[src/rtl/core/ipfixfr_pkg.sv]
`timescale 1ns / 1ps
// ----------------------------------------------------------------------------
// ipfixfr_pkg
// Types, constants and codes shared by the IPFIX message framer core.
// ----------------------------------------------------------------------------
package ipfixfr_pkg;

  localparam int BLOCK_CAPACITY     = 1048576;
  localparam int BLOCK_HEADER_BYTES = 32;
  localparam int MSG_HDR_LEN        = 16;
  localparam int SET_HDR_LEN        = 4;
  localparam int SIZE_FIELD_MAX     = 65535;
  localparam int MAX_RECORD         = SIZE_FIELD_MAX - MSG_HDR_LEN - SET_HDR_LEN;
  localparam int BLOCK_LIMIT        = BLOCK_HEADER_BYTES + BLOCK_CAPACITY;

  localparam int POS_W   = 21;
  localparam int SUM_W   = POS_W + 1;
  localparam int SIZE_W  = 16;
  localparam int TID_W   = 16;
  localparam int TIME_W  = 32;
  localparam int SEQ_W   = 32;
  localparam int CFG_W   = 32;
  localparam int IDX_W   = 1;

  // Most words one item can produce, and the widths that index them.
  localparam int RES_DEPTH = 5;
  localparam int RES_CNT_W = $clog2(RES_DEPTH + 1);
  localparam int RES_IDX_W = $clog2(RES_DEPTH);

  localparam logic [SIZE_W-1:0] MAX_MSG_SIZE_RST = 16'd1400;

  typedef enum logic [IDX_W-1:0] {
    REG_MAX_MSG_SIZE = 1'b0,
    REG_DOMAIN_ID    = 1'b1
  } reg_idx_t;

  typedef enum logic [0:0] {
    FUNC_ADD   = 1'b0,
    FUNC_FLUSH = 1'b1
  } func_t;

  typedef enum logic [2:0] {
    KIND_MSG_LEN   = 3'd0,
    KIND_SET_LEN   = 3'd1,
    KIND_NEW_MSG   = 3'd2,
    KIND_NEW_SET   = 3'd3,
    KIND_RECORD    = 3'd4,
    KIND_BLOCK_LEN = 3'd5,
    KIND_EMPTY     = 3'd6,
    KIND_REJECTED  = 3'd7
  } kind_t;

  typedef enum logic [1:0] {
    ERR_NONE       = 2'd0,
    ERR_BLOCK_FULL = 2'd1,
    ERR_OVERSIZE   = 2'd2
  } err_t;

  typedef struct packed {
    func_t             func;
    logic [SIZE_W-1:0] record_size;
    logic [TID_W-1:0]  template_id;
    logic [TIME_W-1:0] export_secs;
  } in_word_t;

  typedef struct packed {
    kind_t             kind;
    logic [POS_W-1:0]  offset;
    logic [POS_W-1:0]  value;
    logic [SEQ_W-1:0]  seq_num;
    logic [TIME_W-1:0] msg_time;
    logic [POS_W-1:0]  record_count;
    err_t              error;
    logic              last;
  } out_word_t;

  typedef struct packed {
    logic [POS_W-1:0]  write_pos;
    logic [POS_W-1:0]  msg_start;
    logic [POS_W-1:0]  set_start;
    logic [TID_W-1:0]  set_id;
    logic [TIME_W-1:0] cur_time;
    logic [SEQ_W-1:0]  next_seq;
    logic [POS_W-1:0]  rec_count;
  } frame_state_t;

  typedef out_word_t [RES_DEPTH-1:0] res_list_t;

  localparam logic [POS_W-1:0] HDR_POS = POS_W'(BLOCK_HEADER_BYTES);

  function automatic out_word_t mk_word(kind_t k, logic [POS_W-1:0] off,
                                        logic [POS_W-1:0] val,
                                        logic [SEQ_W-1:0] seq,
                                        logic [TIME_W-1:0] tm,
                                        logic [POS_W-1:0] cnt, err_t err);
    out_word_t w;
    w.kind         = k;
    w.offset       = off;
    w.value        = val;
    w.seq_num      = seq;
    w.msg_time     = tm;
    w.record_count = cnt;
    w.error        = err;
    w.last         = 1'b0;
    return w;
  endfunction

endpackage

[src/rtl/core/ipfix_message_framer_core.sv]
`timescale 1ns / 1ps
// ----------------------------------------------------------------------------
// ipfix_message_framer_core
// Frames IPFIX data records into messages and sets inside one data block.
// ----------------------------------------------------------------------------
// Usage:
//   in_*  : valid/ready channel of add or flush words.
//   out_* : valid/ready channel of placement words (message/set length
//           patches, message and set headers, record placement, block length,
//           empty or rejected). The final word of each item has last set.
//   cfg_* : write port; max_msg_size takes effect on the next item, the
//           observation domain id write is taken and dropped and does not
//           affect placement.
//   The first word of an item is registered and offered in the cycle after it is taken.
//   Throughput: one word per cycle on the output while out_ready is high; an
//   item makes 1 to 5 words, and the single result bank holds one item. A new
//   item is taken in the cycle the previous item's last word leaves.
//   Reset: positions return to the block header size, counters to zero and
//   max_msg_size to 1400; no clearing pass.
//   Stall: while out_ready is low the pending words hold and in_ready drops.
// ----------------------------------------------------------------------------
module ipfix_message_framer_core (
  input  logic                                 clk,
  input  logic                                 rst_n,
  input  logic                                 in_valid,
  output logic                                 in_ready,
  input  ipfixfr_pkg::in_word_t                in_data,
  output logic                                 out_valid,
  input  logic                                 out_ready,
  output ipfixfr_pkg::out_word_t               out_data,
  input  logic                                 cfg_we,
  input  logic [ipfixfr_pkg::IDX_W-1:0]        cfg_index,
  input  logic [ipfixfr_pkg::CFG_W-1:0]        cfg_wdata
);

  logic [ipfixfr_pkg::SIZE_W-1:0]     max_msg_size_r;
  ipfixfr_pkg::frame_state_t          st_r;
  ipfixfr_pkg::frame_state_t          st_nxt;
  ipfixfr_pkg::res_list_t             res;
  logic [ipfixfr_pkg::RES_CNT_W-1:0]  res_cnt;
  logic                               accept;

  assign accept = in_valid && in_ready;

  ipfixfr_decide u_decide (
    .item         (in_data),
    .st           (st_r),
    .max_msg_size (max_msg_size_r),
    .res          (res),
    .res_cnt      (res_cnt),
    .st_nxt       (st_nxt)
  );

  ipfixfr_outq u_outq (
    .clk       (clk),
    .rst_n     (rst_n),
    .load      (accept),
    .load_res  (res),
    .load_cnt  (res_cnt),
    .free      (in_ready),
    .out_valid (out_valid),
    .out_ready (out_ready),
    .out_data  (out_data)
  );

  always_ff @(posedge clk) begin
    if (!rst_n) begin
      st_r.write_pos <= ipfixfr_pkg::HDR_POS;
      st_r.msg_start <= ipfixfr_pkg::HDR_POS;
      st_r.set_start <= ipfixfr_pkg::HDR_POS;
      st_r.set_id    <= '0;
      st_r.cur_time  <= '0;
      st_r.next_seq  <= '0;
      st_r.rec_count <= '0;
    end else if (accept) begin
      st_r <= st_nxt;
    end
  end

  // Domain id writes are taken and dropped here.
  always_ff @(posedge clk) begin
    if (!rst_n) begin
      max_msg_size_r <= ipfixfr_pkg::MAX_MSG_SIZE_RST;
    end else if (cfg_we && (cfg_index == ipfixfr_pkg::REG_MAX_MSG_SIZE)) begin
      max_msg_size_r <= cfg_wdata[ipfixfr_pkg::SIZE_W-1:0];
    end
  end

endmodule

[src/rtl/core/ipfixfr_decide.sv]
`timescale 1ns / 1ps
// ----------------------------------------------------------------------------
// ipfixfr_decide
// Framing decision: from the current positions and one input word, build the
// list of placement words and the next framing state.
// ----------------------------------------------------------------------------
module ipfixfr_decide (
  input  ipfixfr_pkg::in_word_t                    item,
  input  ipfixfr_pkg::frame_state_t                st,
  input  logic [ipfixfr_pkg::SIZE_W-1:0]           max_msg_size,
  output ipfixfr_pkg::res_list_t                   res,
  output logic [ipfixfr_pkg::RES_CNT_W-1:0]        res_cnt,
  output ipfixfr_pkg::frame_state_t                st_nxt
);

  logic [ipfixfr_pkg::SUM_W-1:0]     used;
  logic [ipfixfr_pkg::SUM_W-1:0]     room;
  logic [ipfixfr_pkg::SUM_W-1:0]     limit;
  logic                              too_full;
  logic                              too_big;
  logic                              same_set;
  logic [ipfixfr_pkg::SIZE_W:0]      add;
  logic [ipfixfr_pkg::POS_W-1:0]     msize;
  logic [ipfixfr_pkg::POS_W-1:0]     set_len;
  logic [ipfixfr_pkg::SUM_W-1:0]     msg_sum;
  logic                              close_msg;
  logic                              open_msg;
  logic [ipfixfr_pkg::POS_W-1:0]     size_pos;
  logic [ipfixfr_pkg::POS_W-1:0]     tid_pos;
  logic [ipfixfr_pkg::POS_W-1:0]     rec_pos;
  logic [ipfixfr_pkg::RES_CNT_W-1:0] n;

  assign limit    = ipfixfr_pkg::SUM_W'(ipfixfr_pkg::BLOCK_LIMIT);
  assign used     = {1'b0, st.write_pos} +
                    ipfixfr_pkg::SUM_W'(ipfixfr_pkg::MSG_HDR_LEN + ipfixfr_pkg::SET_HDR_LEN);
  // Room left for a record after worst-case headers, floored at zero.
  assign room     = (used < limit) ? (limit - used) : '0;
  assign too_full = ipfixfr_pkg::SUM_W'(item.record_size) > room;
  assign too_big  = item.record_size > ipfixfr_pkg::SIZE_W'(ipfixfr_pkg::MAX_RECORD);

  assign same_set = st.set_id == item.template_id;
  assign add      = same_set ? {1'b0, item.record_size}
                             : {1'b0, item.record_size} +
                               (ipfixfr_pkg::SIZE_W+1)'(ipfixfr_pkg::SET_HDR_LEN);
  assign msize    = st.write_pos - st.msg_start;
  assign set_len  = st.write_pos - st.set_start;
  assign msg_sum  = {1'b0, msize} + ipfixfr_pkg::SUM_W'(add);

  assign close_msg = (msize != '0) &&
                     ((msg_sum > ipfixfr_pkg::SUM_W'(max_msg_size)) ||
                      (st.cur_time != item.export_secs));
  assign open_msg  = (msize == '0) || close_msg;

  assign size_pos = ipfixfr_pkg::POS_W'(item.record_size);
  assign tid_pos  = ipfixfr_pkg::POS_W'(item.template_id);

  always_comb begin
    res     = '0;
    n       = '0;
    st_nxt  = st;
    rec_pos = st.write_pos;
    if (item.func == ipfixfr_pkg::FUNC_FLUSH) begin
      if (st.write_pos <= ipfixfr_pkg::HDR_POS) begin
        res[0] = ipfixfr_pkg::mk_word(ipfixfr_pkg::KIND_EMPTY, '0, '0, '0, '0, '0,
                                      ipfixfr_pkg::ERR_NONE);
        n = 3'd1;
      end else begin
        res[0] = ipfixfr_pkg::mk_word(ipfixfr_pkg::KIND_MSG_LEN, st.msg_start, msize,
                                      '0, '0, '0, ipfixfr_pkg::ERR_NONE);
        res[1] = ipfixfr_pkg::mk_word(ipfixfr_pkg::KIND_SET_LEN, st.set_start, set_len,
                                      '0, '0, '0, ipfixfr_pkg::ERR_NONE);
        res[2] = ipfixfr_pkg::mk_word(ipfixfr_pkg::KIND_BLOCK_LEN, '0, st.write_pos,
                                      '0, '0, st.rec_count, ipfixfr_pkg::ERR_NONE);
        n = 3'd3;
        // Reset positions; sequence and time carry over.
        st_nxt.write_pos = ipfixfr_pkg::HDR_POS;
        st_nxt.msg_start = ipfixfr_pkg::HDR_POS;
        st_nxt.set_start = ipfixfr_pkg::HDR_POS;
        st_nxt.set_id    = '0;
        st_nxt.rec_count = '0;
      end
    end else if (too_full) begin
      res[0] = ipfixfr_pkg::mk_word(ipfixfr_pkg::KIND_REJECTED, '0, '0, '0, '0, '0,
                                    ipfixfr_pkg::ERR_BLOCK_FULL);
      n = 3'd1;
    end else if (too_big) begin
      res[0] = ipfixfr_pkg::mk_word(ipfixfr_pkg::KIND_REJECTED, '0, '0, '0, '0, '0,
                                    ipfixfr_pkg::ERR_OVERSIZE);
      n = 3'd1;
    end else begin
      if (close_msg) begin
        res[0] = ipfixfr_pkg::mk_word(ipfixfr_pkg::KIND_MSG_LEN, st.msg_start, msize,
                                      '0, '0, '0, ipfixfr_pkg::ERR_NONE);
        res[1] = ipfixfr_pkg::mk_word(ipfixfr_pkg::KIND_SET_LEN, st.set_start, set_len,
                                      '0, '0, '0, ipfixfr_pkg::ERR_NONE);
        n = 3'd2;
      end
      if (open_msg) begin
        st_nxt.msg_start = st.write_pos;
        st_nxt.set_start = st.write_pos + ipfixfr_pkg::POS_W'(ipfixfr_pkg::MSG_HDR_LEN);
        st_nxt.cur_time  = item.export_secs;
        st_nxt.set_id    = item.template_id;
        rec_pos = st.write_pos +
                  ipfixfr_pkg::POS_W'(ipfixfr_pkg::MSG_HDR_LEN + ipfixfr_pkg::SET_HDR_LEN);
        res[n[ipfixfr_pkg::RES_IDX_W-1:0]] =
          ipfixfr_pkg::mk_word(ipfixfr_pkg::KIND_NEW_MSG, st.write_pos, '0, st.next_seq,
                               item.export_secs, '0, ipfixfr_pkg::ERR_NONE);
        res[n[ipfixfr_pkg::RES_IDX_W-1:0] + 3'd1] =
          ipfixfr_pkg::mk_word(ipfixfr_pkg::KIND_NEW_SET, st_nxt.set_start, tid_pos,
                               '0, '0, '0, ipfixfr_pkg::ERR_NONE);
        n = n + 3'd2;
      end else if (!same_set) begin
        st_nxt.set_id    = item.template_id;
        st_nxt.set_start = st.write_pos;
        rec_pos = st.write_pos + ipfixfr_pkg::POS_W'(ipfixfr_pkg::SET_HDR_LEN);
        res[0] = ipfixfr_pkg::mk_word(ipfixfr_pkg::KIND_SET_LEN, st.set_start, set_len,
                                      '0, '0, '0, ipfixfr_pkg::ERR_NONE);
        res[1] = ipfixfr_pkg::mk_word(ipfixfr_pkg::KIND_NEW_SET, st.write_pos, tid_pos,
                                      '0, '0, '0, ipfixfr_pkg::ERR_NONE);
        n = 3'd2;
      end
      res[n[ipfixfr_pkg::RES_IDX_W-1:0]] =
        ipfixfr_pkg::mk_word(ipfixfr_pkg::KIND_RECORD, rec_pos, size_pos, '0, '0, '0,
                             ipfixfr_pkg::ERR_NONE);
      n = n + 3'd1;
      st_nxt.write_pos = rec_pos + size_pos;
      st_nxt.next_seq  = st.next_seq + 32'd1;
      st_nxt.rec_count = st.rec_count + ipfixfr_pkg::POS_W'(1);
    end
  end

  assign res_cnt = n;

endmodule

[src/rtl/core/ipfixfr_outq.sv]
`timescale 1ns / 1ps
// ----------------------------------------------------------------------------
// ipfixfr_outq
// Result register bank: holds the words of one item and hands them out one
// per cycle while out_ready is high, marking the final one.
// ----------------------------------------------------------------------------
module ipfixfr_outq (
  input  logic                                clk,
  input  logic                                rst_n,
  input  logic                                load,
  input  ipfixfr_pkg::res_list_t              load_res,
  input  logic [ipfixfr_pkg::RES_CNT_W-1:0]   load_cnt,
  output logic                                free,
  output logic                                out_valid,
  input  logic                                out_ready,
  output ipfixfr_pkg::out_word_t              out_data
);

  ipfixfr_pkg::res_list_t                 slots_r;
  logic [ipfixfr_pkg::RES_CNT_W-1:0]      cnt_r;
  logic [ipfixfr_pkg::RES_IDX_W-1:0]      rd_r;
  logic                                   is_last;
  logic                                   pop;

  assign out_valid = cnt_r != '0;
  assign is_last   = ipfixfr_pkg::RES_CNT_W'(rd_r) == (cnt_r - 3'd1);
  assign pop       = out_valid && out_ready;
  // Take a new item once the final word leaves, even in the same cycle.
  assign free      = (cnt_r == '0) || (pop && is_last);

  always_comb begin
    out_data      = slots_r[rd_r];
    out_data.last = is_last;
  end

  always_ff @(posedge clk) begin
    if (!rst_n) begin
      cnt_r <= '0;
      rd_r  <= '0;
    end else if (load) begin
      cnt_r <= load_cnt;
      rd_r  <= '0;
    end else if (pop && is_last) begin
      cnt_r <= '0;
      rd_r  <= '0;
    end else if (pop) begin
      rd_r <= rd_r + 1'b1;
    end
  end

  always_ff @(posedge clk) begin
    if (load) begin
      slots_r <= load_res;
    end
  end

endmodule

[config.mk]
export PLATFORM = sky130hd
export DESIGN_NAME = ipfix_message_framer_core
export DESIGN_NICKNAME = d
export VERILOG_FILES = /design/src/rtl/core/ipfixfr_pkg.sv /design/src/rtl/core/ipfix_message_framer_core.sv /design/src/rtl/core/ipfixfr_decide.sv /design/src/rtl/core/ipfixfr_outq.sv
export SDC_FILE = /design/constraint.sdc
export NUM_CORES = 1
export LEC_CHECK = 0
export ABC_AREA = 1
export BUFFER_PORTS_ARGS = -buffer_cell sky130_fd_sc_hd__buf_2
export CAP_MARGIN = 20
export CORE_MARGIN = 5
export CORE_UTILIZATION = 25
export DETAILED_ROUTE_END_ITERATION = 16
export GPL_TIMING_DRIVEN = 1
export PLACE_DENSITY_LB_ADDON = 0.12
export SLEW_MARGIN = 20
export SYNTH_ARGS = -nofsm -noshare
export SYNTH_HDL_FRONTEND = slang
export SYNTH_HIERARCHICAL = 1
export SYNTH_SLANG_ARGS = --single-unit
[constraint.sdc]
create_clock -name clk -period 11.2 [get_ports clk]
set_input_delay 1.12 -clock clk [delete_from_list [all_inputs] [get_ports clk]]
set_output_delay 1.12 -clock clk [all_outputs]
set_load 0.01 [all_outputs]
Word-level counts from Yosys, hierarchy flattened
Index checks and enable logic that the tools add are counted.
Storage, ports and cells
  flip-flop bits (word level): 851
  latch bits: 0
  bits in writable memories: 0
  bits in read-only memories: 0
  output and inout port bits: 135
  logic and storage cells: 178
  memories: 0
Operators by class
  add/sub/neg operators: 17
  multiply operators: 0
  divide/modulo/power cells: 0
  $lt $le $gt $ge: 12
  eq/ne operators: 7
  shifts and indexed selects: 0
  mux-type cells: 63
  bitwise logic cells: 5
  reductions and logical operators: 24
Operator list (count)
  266-bit 2-to-1 mux: 11
  665-bit bitwise mux: 3
  399-bit 2-to-1 mux: 5
  133-bit demux with 3-bit select: 3
  133-bit 2-to-1 mux: 7
  133-bit binary-select mux with 3-bit select: 1
  164-bit 2-to-1 mux: 2
  264-bit 2-to-1 mux: 1
  21-bit 2-to-1 mux: 8
  79-bit 2-to-1 mux: 2
  37-bit 2-to-1 mux: 2
  21-bit by 5-bit adder with 21-bit output (second input constant): 2
  21-bit subtractor: 2
  3-bit 2-to-1 mux: 13
  32-bit by 1-bit adder with 32-bit output (second input constant): 1
  32-bit 2-to-1 mux: 1
  32-bit inequality test: 1
  21-bit by 17-bit adder with 22-bit output: 1
  21-bit by 5-bit adder with 22-bit output (second input constant): 1
  16-bit by 22-bit > comparator with 1-bit output: 1
  22-bit by 16-bit > comparator with 1-bit output: 1
  22-bit by 21-bit < comparator with 1-bit output (second input constant): 1
  22-bit 2-to-1 mux: 1
  21-bit by 22-bit subtractor with 22-bit output (first input constant): 1
  other kinds (28): 56

Depth between registers and ports, before layout
Gate-level depths: netlist of the first run.
  word-level depth: 24
  mapped depth: 63
  depth with buffers taken out: 60

Modules after synthesis
Netlist of the first run, hierarchy kept.
Modules (own cells, without submodules)
  ipfixfr_outq: times used 1, cells each 2024, area an instance 26116.3 um^2, sequential area each 19939.1 um^2
  ipfixfr_decide: times used 1, cells each 3237, area an instance 17757.0 um^2, sequential area each 0.0 um^2
  ipfix_message_framer_core: times used 1, cells each 805, area an instance 6299.8 um^2, sequential area each 3603.5 um^2

Worst setup path before layout of the first run
OpenSTA, ideal clock, no wires.
  path kind: input to register
  start: input port out_ready
  end: register u_outq/rd_r[0] (netlist bit)
  arrival: 10.552 ns
  data required time: 11.074 ns
  path slack: 0.522 ns
  stages on the path: 9
  cell sequence: a21boi_4 nand3_2 nand2_1 nand2_2 inv_2 buf_2 nor2_1 nand2_1 nor2_1
On the way
  word-level cells in the longest chain between the ends: 5
Ends and longest elaborated chain
  from (decl): RTL line ipfix_message_framer_core.sv:29  | input logic out_ready,
  1-bit logical AND: RTL line ipfixfr_outq.sv:27  | assign pop = out_valid && out_ready;
  1-bit logical AND: RTL line ipfixfr_outq.sv:29  | assign free = (cnt_r == '0) || (pop && is_last);
  1-bit logical OR: RTL line ipfixfr_outq.sv:29
  via in_ready: RTL line ipfix_message_framer_core.sv:26  | output logic in_ready,
  1-bit logical AND: RTL line ipfix_message_framer_core.sv:43  | assign accept = in_valid && in_ready;
  via accept: RTL line ipfix_message_framer_core.sv:41  | logic accept;
  3-bit OR reduction (no source line)
  to (signal assigned): RTL line ipfixfr_outq.sv:47  | rd_r <= rd_r + 1'b1;
  to (decl): RTL line ipfixfr_outq.sv:21  | logic [ipfixfr_pkg::RES_IDX_W-1:0] rd_r;
The timed path passes the listed nets, and every way through them passes these cells.
A chain may end at the register's enable or synchronous reset.

==> results.py, run 1 <==
metrics = {
    "floorplan": {
        "core_area_um2": 199700,
        "die_area_um2": 209600,
        "die-height_um": 457.8,
        "initial_core_util_pct": 25.11,
        "row_count": 164,
        "ios": 238,
        "die_x_um": 457.8,
    },
    "timing": {
        "clock_skew_ns": 0.03583,
        "setup_violations": 0,
        "maxSlewViolCount": 0,
        "hold_viol": 0,
        "period_needed_ns": 9.760,
        "fin_tns_setup_ns": 0,
        "worst_slack_ns": 1.440,
        "period_share_pct": 87.14,
        "hold_ws_ns": 0.4606,
        "maxSlewHeadroom_pct": 14.90,
        "fmax_ghz": 0.1025,
        "worstMarginPinSlew_ns": 1.276,
        "rsz0062_at_grt": "no",
    },
    "layout": {
        "finalCoreUtilization_pct": 27.94,
        "final_cells": 8889,
        "design_area_um2": 55780,
        "fillers": 21575,
        "final_common_cell": "nand2_1",
        "final_cell_mix": "1232 x nand2_1, 685 x nor2_1, 660 x edfxtp_1, 571 x nand3_1, 552 x inv_1",
        "drive_gt1_share_pct": 9.392,
        "layout.nets": 6364,
        "area.growth.synth_to_final_pct": 11.26,
    },
    "worst_setup_path": {
        "slowest_delay_ns": 0.64,
        "cp_max_fo": 20,
        "critical_path_class": "reg -> reg",
        "critical_path_buf_inv_count": 9,
        "crit_required_ns": 11.81,
        "crit_path_frequent_cell": "nand2_1",
        "crit_slowest_cell": "o21ai_0",
        "cp_top_family": "compound AO/OA/AOI/OAI gates",
        "arrival_ns": 10.37,
        "start_kind": "flip-flop",
        "crit_path_end_kind": "flip-flop",
    },
    "routing": {
        "wl_met2_mm": 92.96,
        "wirelength_mm": 193.1,
        "wl_per_cell_um": 21.73,
        "wl_met1_mm": 85.64,
        "drtAntennaViolNets": 0,
        "drc_errors": 0,
        "first_pass_iters": 6,
        "wl_met3_mm": 8.693,
        "highest_layer": "met5",
        "viasPerCell": 4.615,
        "initialDrtViolationCount": 3254,
        "vias": 41026,
    },
    "clock_tree": {
        "cts_tree": "done",
        "post_cts_buffers": 0,
        "clockRootBuffer": "clkbuf_16",
        "cts.repair.resized": 0,
        "cts.sinks": 846,
        "cts_made_buffers": 107,
        "clk_pin_slew_worst_paths_ns": 0.06,
        "cts_max_path_buffers": 3,
        "htreeDepth": 3,
        "clk_latency_ns": 0.75,
        "cts_hold_buffers": 0,
    },
    "synthesis": {
        "syn-mean-instance-area_um2": 8.272,
        "synth_cells": 6061,
        "synth_area_um2": 50140,
        "ys_warn_count": 6,
    },
    "placed_design": {
        "gp_congestion": 0.8982,
        "dp_hpwl_mm": 128.1,
        "dp_slack_ns": 1.120,
        "port_buffers": 221,
        "dp.cells": 8686,
        "place_area_um2": 52220,
    },
    "pwr": {
        "p_per_area_nw_per_um2": 199.8,
        "leakage_nw": 22.92,
        "vdd_drop_max_v": 0.0001311,
        "finalPower_mw": 11.15,
    },
    "global_routing": {
        "antenna_found_initial": 10,
        "grt_pass1_wl_mm": 280.3,
        "overflow": 0,
        "grt_pass1_vias": 39775,
        "grt.total_usage_pct": 17.79,
        "grt_max_degree": 197,
    },
    "job": {
        "cap_violations": 0,
    },
    "hold_path": {
        "hold_path_class": "reg -> reg",
    },
    "status": {
        "status": "finished, final reports clean",
    },
}
power breakdown:
| group | internal (mW) | switching (mW) | leakage [nW] | total (mW) |
|---|---|---|---|---|
| clock network | 2.09 | 1.47 | 1.73 | 3.56 |
| logic | 1.05 | 2.48 | 13.2 | 3.53 |
| registers | 3.89 | 0.170 | 7.94 | 4.06 |
| total | 7.03 | 4.12 | 22.9 | 11.1 |
registers in the layout, indices dropped and copies added (netlist names):
signal	count
st_r	164
u_outq/rd_r	3
u_outq/slots_r	660
max_msg_size_r	16
u_outq/cnt_r	3
path summary, 6_finish.rpt:
kind                                                      from                        endpoint  slack, ns  cells after the start
worst max-delay path                    st_r[143]$_SDFFE_PN0P_          st_r[162]$_SDFFE_PN0P_       1.44                     49
worst min-delay path            max_msg_size_r[4]$_SDFFE_PN1P_  max_msg_size_r[4]$_SDFFE_PN1P_       0.46                      2
worst max register to register          st_r[143]$_SDFFE_PN0P_          st_r[162]$_SDFFE_PN0P_       1.44                     49
worst min register to register  max_msg_size_r[4]$_SDFFE_PN1P_  max_msg_size_r[4]$_SDFFE_PN1P_       0.46                      2
per-layer routing:
layer | vias to the layer above | global-route usage (%)
met5 | - | 0
met4 | 4 | 5.223
met3 | 255 | 2.295
met2 | 1065 | 30.49
met1 | 19799 | 23.40
li1 | 19903 | -
final cells by class:
type                            count  area, µm²  area share [%]
Inverter                          594       2257           4.046
Clock buffer                      145       2900           5.199
Timing Repair Buffer              300       1768           3.169
Multi-Input combinational cell   4290      21320           38.22
Sequential cell                   846      23550           42.22
Tap cell                         2656       3323           5.957
Antenna cell                        4      10.01         0.01794
Clock inverter                     54      654.4           1.173
worst min-delay path, delay by kind of cell, from the launching register on:
| kind | cells | cell delay [ns] |
|---|---|---|
| AND/OR/NAND/NOR | 2 | 0.10 |
| flip-flops | 1 | 0.32 |
(Power assumes the default switching activity.)
==> run 2: changes to the inputs <==
--- a/config.mk
+++ b/config.mk
@@ -16,5 +16,4 @@
 export SLEW_MARGIN = 20
 export SYNTH_ARGS = -nofsm -noshare
 export SYNTH_HDL_FRONTEND = slang
-export SYNTH_HIERARCHICAL = 1
 export SYNTH_SLANG_ARGS = --single-unit
==> run 2 against run 1 <==
  * Die area fell by 34%
  * Critical path depth down 1
  * Via count down 25%
  * Sequential power shrank 37%
  * Clock-buffer cell count down 51
  * Critical endpoint is now st_r[160]$_SDFFE_PN0P_
  * Highest routed layer unchanged
==> results.py, run 2 <==
metrics = {
    "timing": {
        "period_needed_ns": 10.14,
        "maxSlewViolCount": 0,
        "period_share_pct": 90.57,
        "rsz0062_at_grt": "no",
        "fin_tns_setup_ns": 0,
        "clock_skew_ns": 0.03149,
        "setup_violations": 0,
        "fmax_ghz": 0.09859,
        "worstMarginPinSlew_ns": 1.157,
        "maxSlewHeadroom_pct": 22.31,
        "hold_viol": 0,
    },
    "clock_tree": {
        "clk_pin_slew_worst_paths_ns": 0.06,
        "clk_latency_ns": 0.66,
        "htreeDepth": 3,
        "cts_max_path_buffers": 3,
        "clockRootBuffer": "clkbuf_16",
        "cts_made_buffers": 72,
        "cts.sinks": 546,
        "post_cts_buffers": 0,
        "cts.repair.resized": 0,
        "cts_tree": "done",
        "cts_hold_buffers": 0,
    },
    "synthesis": {
        "syn-mean-instance-area_um2": 7.822,
        "ys_top_cells_by_area": "edfxtp_1 33%, dfxtp_1 11%, nand2_1 8.4%, nor2_1 7.2%, inv_1 5.3%",
        "synth-xor-area-share_pct": 4.056,
        "synth_top_family_by_area": "simple AND/OR/NAND/NOR gates",
        "yosysSeqAreaShare_pct": 44.07,
        "synth_nets": 4443,
        "yosys.area.top_type": "edfxtp_1",
        "synth_seq_cells": 546,
        "synthArstFlopShare_pct": 0,
        "ys_top_cells_by_count": "740 x nand2_1, 629 x nor2_1, 462 x inv_1",
        "synth-edff-count": 360,
        "synth_area_um2": 32980,
        "synthAdderAreaFrac_pct": 4.796,
        "synth_top_area_share_pct": 32.78,
        "synth_most_common_cell": "nand2_1",
        "synth_compound_area_share_pct": 15.15,
        "ys.flop_type": "edfxtp_1",
        "synth_cells": 4216,
        "synthDistinctLibCells": 64,
        "synthSimpleGateAreaFrac_pct": 23.29,
        "muxShareOfSynthArea_pct": 0,
        "ys_warn_count": 0,
    },
    "layout": {
        "layout.nets": 4602,
        "final_common_cell": "nand2_1",
        "top_register": "u_outq.slots_r",
        "design_area_um2": 38300,
        "largest_register_ffs": 360,
        "final_cell_mix": "738 x nand2_1, 626 x nor2_1, 458 x inv_1, 360 x edfxtp_1, 339 x o21ai_0",
        "finalCoreUtilization_pct": 29.17,
        "drive_gt1_share_pct": 11.59,
        "largest_registers": "u_outq.slots_r x360, st_r x164, max_msg_size_r x16",
        "area.growth.synth_to_final_pct": 16.14,
    },
    "worst_setup_path": {
        "critical_path_class": "reg -> reg",
        "r2r-end": "st_r[160]$_SDFFE_PN0P_",
        "crit_slowest_cell": "o21ai_0",
        "crit_path_frequent_cell": "nand2_1",
        "cp_max_fo": 9,
        "crit_path_end_kind": "flip-flop",
        "crit_required_ns": 11.76,
        "r2r_slack_ns": 1.06,
        "slowest_delay_ns": 0.53,
        "start_kind": "flip-flop",
        "reg2reg_depth": 48,
        "worstReg2RegStart": "st_r[143]$_SDFFE_PN0P_",
        "arrival_ns": 10.71,
    },
    "global_routing": {
        "grt_pass1_vias": 29806,
        "grt.total_usage_pct": 19.84,
        "overflow": 0,
        "antenna_found_initial": 8,
        "grt_pass1_wl_mm": 207.7,
        "grt_max_degree": 80,
    },
    "floorplan": {
        "die-height_um": 373.2,
        "row_count": 133,
        "initial_core_util_pct": 25.12,
        "die_area_um2": 139300,
        "core_area_um2": 131300,
        "die_x_um": 373.2,
        "ios": 238,
    },
    "placed_design": {
        "place_area_um2": 35890,
        "port_buffers": 221,
        "gp_congestion": 0.9288,
        "dp_hpwl_mm": 100.7,
    },
    "routing": {
        "wirelength_mm": 143.5,
        "vias": 30775,
        "wl_met1_mm": 64.73,
        "viasPerCell": 4.969,
        "highest_layer": "met5",
        "initialDrtViolationCount": 2533,
        "drc_errors": 0,
        "wl_met3_mm": 7.962,
        "wl_per_cell_um": 23.18,
        "drtAntennaViolNets": 0,
        "wl_met2_mm": 66.04,
        "first_pass_iters": 6,
    },
    "pwr": {
        "vdd_drop_max_v": 0.0001234,
        "leakage_nw": 15.41,
        "p_per_area_nw_per_um2": 200.8,
    },
    "hold_path": {
        "holdPathStages": 2,
        "hold_path_class": "reg -> reg",
        "hp-start": "st_r[72]$_SDFFE_PN0P_",
        "hold_path_end": "st_r[72]$_SDFFE_PN0P_",
    },
    "job": {
        "cap_violations": 0,
    },
    "status": {
        "status": "finished, final reports clean",
    },
}
run 2: cell type report:
cell class                 count  area (µm²)
timing repair buffer         290        1647
fill                       14329       93000
clock buffer                  94        1998
multi-input combinational   2965       15630
antenna                        3       7.507
clock inverter                40       386.6
inverter                     500        1893
tap                         1755        2196
sequential                   546       14540
run 2: worst max-delay path by stage:
stage	end	slack, ns	startpoint
global route	st_r[160]$_SDFFE_PN0P_	0.45	st_r[143]$_SDFFE_PN0P_
detailed placement	st_r[160]$_SDFFE_PN0P_	0.91	in_data[32]
CTS	st_r[160]$_SDFFE_PN0P_	1.24	st_r[143]$_SDFFE_PN0P_
finish	st_r[160]$_SDFFE_PN0P_	1.06	st_r[143]$_SDFFE_PN0P_
floorplan	st_r[53]$_SDFFE_PN0P_	0.58	u_outq.cnt_r[0]$_SDFFE_PN0P_
global placement	st_r[160]$_SDFFE_PN0P_	0.92	in_data[32]
run 2: power breakdown:
part           total, mW  internal [mW]  switching [mW]
sequential          2.55           2.46          0.0929
clock               2.36           1.39           0.978
combinational       2.78          0.837            1.94
run 2: logic make-up after synthesis:
group / count (synthesis)
AND/OR/NAND/NOR: 1820
AO/OA/AOI/OAI: 870
buffers and inverters: 705
flip-flops: 546
XOR/XNOR: 151
adder cells (fa/ha/maj): 124
run 2: per-stage QoR:
stage / hold WS (ns) / cells / total power [mW] / setup WS (ns)
after floorplan: 0.4353 / 4216 / 4.378 / 0.5751
after global placement: 0.4448 / 6055 / 5.350 / 0.9236
after detailed placement: 0.4490 / 6055 / 5.352 / 0.9089
after CTS: 0.4576 / 6189 / 7.760 / 1.241
after global routing: 0.4771 / 6191 / 8.141 / 0.4538
final: 0.4562 / 6193 / 7.691 / 1.057
run 2: routing by layer:
layer  GRT usage, %  vias to the layer above
li1               -                    14588
met1          26.93                    15008
met2          32.63                      979
met3          2.650                      194
met4          6.537                        6
met5         0.4803                        -
run 2: critical path, delay by kind of cell (launching register included):
family	cells	cell delay (ns)
simple gates	24	3.73
compound gates	12	2.67
fa+ha+maj	5	1.61
buf+inv	5	1.21
flops	1	0.49
xor+xnor	2	0.34
